## src/rtl/core/wnps_pkg.sv

```systemverilog
// Package for the window nearest point search block.
// Shared constants, register codes and the pipeline tag type; no dependencies.
`default_nettype none

package wnps_pkg;

    localparam int COORD_BITS_DEF = 20;
    localparam int MAX_WIDTH_DEF  = 128;
    localparam int MAX_HEIGHT_DEF = 128;

    localparam int PIXEL_W     = 11;   // signed pixel column / row
    localparam int DIM_W       = 8;    // image_width / image_height
    localparam int CFG_INDEX_W = 2;
    localparam int CFG_DATA_W  = DIM_W;

    // configuration register indexes
    localparam logic [CFG_INDEX_W-1:0] REG_IMAGE_WIDTH  = 2'd0;
    localparam logic [CFG_INDEX_W-1:0] REG_IMAGE_HEIGHT = 2'd1;

    localparam logic [DIM_W-1:0] RST_IMAGE_WIDTH  = 8'd128;
    localparam logic [DIM_W-1:0] RST_IMAGE_HEIGHT = 8'd128;

    // item action codes
    localparam logic ACT_WRITE = 1'b0;
    localparam logic ACT_QUERY = 1'b1;

    // travels with each window read through the distance pipeline
    typedef struct packed {
        logic valid;   // pixel inside the image (later: and z positive)
        logic last;    // final pixel of the window
    } wnps_tag_t;

endpackage

`default_nettype wire

```

## src/rtl/core/wnps_dist.sv

```systemverilog
// Two-stage squared distance unit: z check and squares, then the sum.
// Uses wnps_pkg for the tag type.
`default_nettype none

module wnps_dist
    import wnps_pkg::*;
#(
    parameter int COORD_BITS = COORD_BITS_DEF
)
(
    input  wire logic                          clk,
    input  wire logic                          rst_n,
    input  wire wnps_tag_t                     tag_in,
    input  wire logic [3*COORD_BITS-1:0]       point_in,   // {z, y, x}
    input  wire logic signed [COORD_BITS-1:0]  qx,
    input  wire logic signed [COORD_BITS-1:0]  qy,
    input  wire logic signed [COORD_BITS-1:0]  qz,
    output wnps_tag_t                          tag_out,
    output logic [3*COORD_BITS-1:0]            point_out,
    output logic [2*COORD_BITS+1:0]            dist_out
);

    localparam int MW = COORD_BITS + 1;
    localparam int DW = 2 * COORD_BITS + 2;

    logic signed [COORD_BITS-1:0] px, py, pz;
    logic signed [MW-1:0]         dx, dy, dz;
    logic [MW-1:0]                mag_x, mag_y, mag_z;
    logic                         z_pos;

    wnps_tag_t                    tag2_reg, tag2_next;
    logic [DW-1:0]                sq_x_reg, sq_y_reg, sq_z_reg;
    logic [DW-1:0]                sq_x_next, sq_y_next, sq_z_next;
    logic [3*COORD_BITS-1:0]      point2_reg;

    wnps_tag_t                    tag3_reg;
    logic [DW-1:0]                dist3_reg, dist3_next;
    logic [3*COORD_BITS-1:0]      point3_reg;

    always_comb
    begin
        px = point_in[COORD_BITS-1:0];
        py = point_in[2*COORD_BITS-1:COORD_BITS];
        pz = point_in[3*COORD_BITS-1:2*COORD_BITS];
        dx = {qx[COORD_BITS-1], qx} - {px[COORD_BITS-1], px};
        dy = {qy[COORD_BITS-1], qy} - {py[COORD_BITS-1], py};
        dz = {qz[COORD_BITS-1], qz} - {pz[COORD_BITS-1], pz};
        // magnitude of the most negative difference is 2^COORD_BITS-1, correct unsigned
        mag_x = dx[MW-1] ? MW'(-dx) : MW'(dx);
        mag_y = dy[MW-1] ? MW'(-dy) : MW'(dy);
        mag_z = dz[MW-1] ? MW'(-dz) : MW'(dz);
        sq_x_next = mag_x * mag_x;
        sq_y_next = mag_y * mag_y;
        sq_z_next = mag_z * mag_z;
        z_pos = !pz[COORD_BITS-1] && (pz != '0);
        tag2_next.valid = tag_in.valid && z_pos;
        tag2_next.last  = tag_in.last;
        // three squares below 2^(2*COORD_BITS) each: the sum fits DW bits
        dist3_next = sq_x_reg + sq_y_reg + sq_z_reg;
    end

    always_ff @(posedge clk or negedge rst_n)
    begin
        if (!rst_n)
        begin
            tag2_reg <= '0;
            tag3_reg <= '0;
        end
        else
        begin
            tag2_reg <= tag2_next;
            tag3_reg <= tag2_reg;
        end
    end

    always_ff @(posedge clk)
    begin
        sq_x_reg   <= sq_x_next;
        sq_y_reg   <= sq_y_next;
        sq_z_reg   <= sq_z_next;
        point2_reg <= point_in;
        dist3_reg  <= dist3_next;
        point3_reg <= point2_reg;
    end

    assign tag_out   = tag3_reg;
    assign point_out = point3_reg;
    assign dist_out  = dist3_reg;

endmodule

`default_nettype wire

```

## config.mk

```make
export PLATFORM = sky130hd
export DESIGN_NAME = wnps_dist
export DESIGN_NICKNAME = d
export VERILOG_FILES = /design/src/rtl/core/wnps_pkg.sv /design/src/rtl/core/wnps_dist.sv
export SDC_FILE = /design/constraint.sdc
export NUM_CORES = 2
export LEC_CHECK = 0
export CORE_ASPECT_RATIO = 1.75
export CORE_MARGIN = 2
export CORE_UTILIZATION = 71
export DETAILED_ROUTE_END_ITERATION = 8
export DONT_BUFFER_PORTS = 1
export HOLD_SLACK_MARGIN = 0.08
export PLACE_DENSITY = 0.87
export RECOVER_POWER = 50
export SETUP_SLACK_MARGIN = 0.5
export SKIP_LAST_GASP = 1
export SLEW_MARGIN = 25
export SYNTH_ARGS = -nofsm -noshare
export SYNTH_HDL_FRONTEND = slang
export SYNTH_SLANG_ARGS = --single-unit
export TNS_END_PERCENT = 10
```

## constraint.sdc

```tcl
create_clock -name clk -period 7.5 [get_ports clk]
set_clock_uncertainty 0.1 [all_clocks]
set_input_delay 0.375 -clock clk [delete_from_list [all_inputs] [get_ports clk]]
set_output_delay 0.375 -clock clk [all_outputs]
set_load 0.005 [all_outputs]
```

==> flow_metrics.py, run 1 <==
metrics = {
    "yosys": {
        "yosysSeqAreaShare": 0.117,
        "async_reset_ff_frac": 0.0138,
        "post_synth_num_cell_types": 112,
        "synthesis.yosys.warnings": 0,
        "yosysMostFrequentCell": "inv_1",
        "post-synth-top-area-fraction": 0.396,
        "synthesis.area_per_instance_um2": 9.29,
        "synth.top_cells.by_count": "inv_1, fa_1, ha_1",
        "synth_top_flop_cell": "dfxtp_1",
        "netlist_top_cells_area": "fa_1, ha_1, dfxtp_1",
        "cell_area_synth_um2": 49400,
        "syn-instance-count": 5319,
        "synth_area_leader_cell": "fa_1",
        "synth-seq-cells": 289,
        "synth_edf_count": 0,
    },
    "global_routing": {
        "aggregate_global_route_resource_usage": 0.632,
        "largest_net_degree_at_the_start_of_global_routing": 16,
        "grt_pass1_vias": 57600,
        "grt_first_pass_wirelength_mm": 334,
        "grt_overflow_total": 46,
    },
    "outcome": {
        "error": "[ERROR GRT-0116] Global routing finished with congestion. Check the congestion regions in the DRC Viewer.",
        "flow.stopped_at": "global routing (5_1_grt)",
        "status": "aborted with a tool error",
    },
    "clock_network": {
        "clock_sink_count": 289,
        "cts_inserted_buffers": 29,
        "clock_tree.buffer_depth": 3,
        "clockRootBuffer": "clkbuf_16",
        "htree_num_levels": 1,
    },
    "die": {
        "die_height_um": 353,
        "floorplan.io_pins": 228,
        "fp-row-count": 128,
        "floorplan.die.width_um": 203,
        "start_util": 0.715,
    },
    "place": {
        "placed_cell_area_um2": 59700,
        "place_inst": 7265,
        "numPortBuffers": 0,
        "gp_congestion": 1.05,
        "place.detailed.hpwl_mm": 136,
    },
}
==> cells by family after synthesis <==
kind of cell / after synthesis / share of synthesized area
flip-flops: 289 / 0.117
XOR/XNOR: 271 / 0.0489
buffers and inverters: 1414 / 0.108
adder cells (fa/ha/maj): 1521 / 0.533
other: 2 / 0.000152
AO/OA/AOI/OAI: 622 / 0.0830
AND/OR/NAND/NOR: 1195 / 0.108
multiplexers: 5 / 0.00109
==> per-layer routing <==
layer,overflow,track usage
met1,0,0.581
met2,17,0.897
met3,2,0.396
met4,27,0.676
met5,0,0.0916
==> metrics by stage <==
stage                     worst slack (ns)  utilization
after floorplan                      -1.84            -
after global placement               -2.50        0.862
after detailed placement             -2.61        0.862
after CTS                            -1.67        0.897
==> repair_timing <==
action	in CTS
resized for setup	89
hold endpoints to repair	66
endpoints found under the setup margin	97
setup buffers	36
pin swaps	67
hold buffers	64
==> run 2: changes to the inputs <==
Settings changed: CORE_ASPECT_RATIO 1.75 to default, CORE_UTILIZATION 71 to 40, HOLD_SLACK_MARGIN 0.08 to default, PLACE_DENSITY 0.87 to default, PLACE_DENSITY_LB_ADDON from default to 0.15, SETUP_SLACK_MARGIN 0.5 to default.
==> run 2 against run 1 <==
- the flow now finishes, with violations (setup timing)
- synthesized area unchanged
- synthesized cell count is the same
==> flow_metrics.py, run 2 <==
metrics = {
    "die": {
        "die_height_um": 356,
        "floorplan.io_pins": 228,
        "start_util": 0.405,
        "dieArea_um2": 126000,
        "fp-row-count": 128,
        "floorplan.die.width_um": 356,
        "coreArea_um2": 122000,
    },
    "yosys": {
        "synthMuxAreaShare": 0.00109,
        "synthesis.area_per_instance_um2": 9.29,
        "synth-xor-area-share": 0.0489,
        "cell_area_synth_um2": 49400,
        "synth-seq-cells": 289,
        "post-synth-top-area-fraction": 0.396,
        "yosysMostFrequentCell": "inv_1",
        "synth_area_leader_cell": "fa_1",
        "synth_edf_count": 0,
        "syn-instance-count": 5319,
        "yosysSeqAreaShare": 0.117,
        "synth_top_flop_cell": "dfxtp_1",
        "synth.top_cells.by_count": "inv_1, fa_1, ha_1",
        "post_synth_num_cell_types": 112,
        "synth_compound_gate_area_share": 0.0830,
        "synthesis.yosys.warnings": 0,
        "async_reset_ff_frac": 0.0138,
        "synth_adder_area_share": 0.533,
        "dominant_combinational_cell_family_by_area_after_synthesis": "adder cells",
        "synth-simple-area-share": 0.108,
        "netlist_top_cells_area": "fa_1, ha_1, dfxtp_1",
    },
    "cells_and_area": {
        "layout.filler_cells": 11400,
        "nets": 8202,
        "area_added_between_synthesis_and_finish_pct": 30.3,
        "layout.cells.most_common": "inv_1",
        "post_layout_nonfiller_instances": 8213,
        "multiInputGateArea_um2": 40300,
        "fraction_of_final_layout_cells_sized_beyond_drive_strength_1": 0.250,
        "layout.cells.most_common_list": "inv_1, buf_4, fa_1",
        "sequential_cell_area_um2": 5810,
    },
    "routing": {
        "route.detailed.vias_per_inst": 4.71,
        "ant_nets": 0,
        "wl_per_cell_um": 16.1,
        "vias": 38700,
        "detail_route.iter0.violations": 1673,
        "drc_errors": 0,
        "route.final.wire_length_mm": 132,
        "drt_pass_1_iters": 7,
    },
    "place": {
        "place_inst": 7997,
        "numPortBuffers": 0,
        "place.detailed.hpwl_mm": 116,
        "gp_congestion": 0.899,
    },
    "setup_path": {
        "worst_flop_to_flop_path_startpoint": "sq_z_reg[4]",
        "worst-r2r-setup-slack_ns": 3.01,
        "cp_common_cell": "fa_1",
        "timing.critical_path.slowest_stage_cell": "fa_1",
        "r2r.worst_path.cells": 12,
        "max_stage_delay_ns": 0.54,
        "cp_data_required_time_ns": 7.94,
        "worstPathArrival_ns": 9.53,
        "ff_to_ff_end": "dist_out[35]",
        "critPathLaunchType": "input port",
        "worst-path-max-fanout": 7,
        "endpoint_kind": "flip-flop",
        "worst-setup-path-type": "input port to flip-flop",
    },
    "outcome": {
        "failed_checks": "setup timing",
        "status": "complete, but fails checks",
    },
    "hold_path": {
        "hold_path.startpoint": "point_in[40]",
        "timing.hold.worst_endpoint": "tag2_reg[1]",
        "hold_path_class": "input port to flip-flop",
        "holdPathStages": 4,
    },
    "global_routing": {
        "grt_pass1_vias": 42100,
        "grt_antenna_before_repair": 7,
        "grt_first_pass_wirelength_mm": 219,
        "aggregate_global_route_resource_usage": 0.218,
        "grt_overflow_total": 0,
        "largest_net_degree_at_the_start_of_global_routing": 20,
    },
    "sta": {
        "final_max_slew_viol_count": 0,
        "hold_viol": 0,
        "grt_setup_unrepaired": "true",
        "report.final.setup_viol": 87,
        "layout_worst_path_cycle_share": 1.21,
        "slew_headroom": 0.283,
        "timing_worst_slew_pin_value_ns": 1.08,
        "finalCriticalPeriod_ns": 9.09,
        "max_freq_mhz": 110,
        "fin_ws_ns": -1.59,
    },
    "clock_network": {
        "clock_tree.buffer_depth": 3,
        "cts.reportedPaths.clkPinSlew_ns": 0.07,
        "clk_latency_ns": 0.60,
        "clockRootBuffer": "clkbuf_16",
        "cts_tree": "yes",
        "clock_sink_count": 289,
        "htree_num_levels": 2,
        "cts_inserted_buffers": 39,
    },
    "job": {
        "maxCapViolCount": 0,
    },
}
## run 2: cell counts after synthesis
Identical to the previous run, type by type.
## run 2: worst max path at each step
stage | start | endpoint | slack (ns) | cells after the start
6_report | qx[0] | sq_x_reg[38] | -1.59 | 41
5_1_grt | qx[0] | sq_x_reg[38] | -1.93 | 39
4_1_cts | qx[0] | sq_x_reg[37] | -1.52 | 41
3_5_place_dp | qy[0] | sq_y_reg[41] | -2.90 | 36
3_3_place_gp | qy[0] | sq_y_reg[41] | -2.91 | 35
2_1_floorplan | qy[0] | sq_y_reg[40] | -1.84 | 38
## run 2: stage by stage
step | TNS, ns | area [µm²] | hold slack (ns) | util | setup slack, ns
after floorplan | -75.45 | 50700 | -0.0206 | - | -1.84
after global placement | -149.29 | 60700 | -0.0205 | 0.497 | -2.91
after detailed placement | -152.53 | 60700 | -0.0205 | 0.497 | -2.90
after CTS | -75.89 | 64000 | 0.0347 | 0.523 | -1.52
after global routing | -114.30 | 64400 | 0.0543 | 0.527 | -1.93
final | -78.72 | 64400 | 0.0861 | 0.527 | -1.59
## run 2: layer usage
| layer | share of wire | vias to the layer above | global-route usage |
|---|---|---|---|
| li1 | - | 18700 | - |
| met1 | 0.45 | 19000 | 0.297 |
| met2 | 0.47 | 793 | 0.363 |
| met3 | 0.056 | 118 | 0.0366 |
| met4 | 0.023 | 2 | 0.0493 |
| met5 | 0.000098 | - | 0 |
## run 2: repair_timing
| action | in CTS | in global routing |
|---|---|---|
| hold endpoints to repair | 66 | 0 |
| hold buffers | 64 | 0 |
| pin swaps | 122 | 55 |
| setup buffers | 64 | 19 |
| setup endpoints to repair | 89 | 93 |
| gates cloned | 0 | 1 |
| gates resized for setup | 167 | 76 |
## run 2: area by class of cell
| cell class | instances | share of cell area |
|---|---|---|
| repair buffers | 1267 | 0.155 |
| clock inverters | 19 | 0.00357 |
| inverters | 1295 | 0.0764 |
| clock buffers | 52 | 0.0173 |
| well taps | 1625 | 0.0316 |
| multi-input cells | 3665 | 0.626 |
| diodes | 1 | 0.0000388 |
| flip-flops and latches | 289 | 0.0901 |
## run 2: cell families (layout without fill, tap and decap cells)
logic type,count (synthesis),after routing
XOR/XNOR,271,271
AND/OR/NAND/NOR,1195,1195
flip-flops,289,289
adder cells (fa/ha/maj),1521,1521
multiplexers,5,5
buffers and inverters,1414,2633
AO/OA/AOI/OAI,622,622
other,2,52
## run 2: worst max-delay path: cells and delay by family
kind,cells,cell delay [ns]
adder cells (fa/ha/maj),10,4.28
XOR/XNOR,2,0.32
AO/OA/AOI/OAI,12,2.58
AND/OR/NAND/NOR,5,0.77
buffers and inverters,12,1.19
Power of run 2 is left out: the tool's default activity adds up to more than one toggle a clock period on the data nets, which glitch-free logic cannot reach.
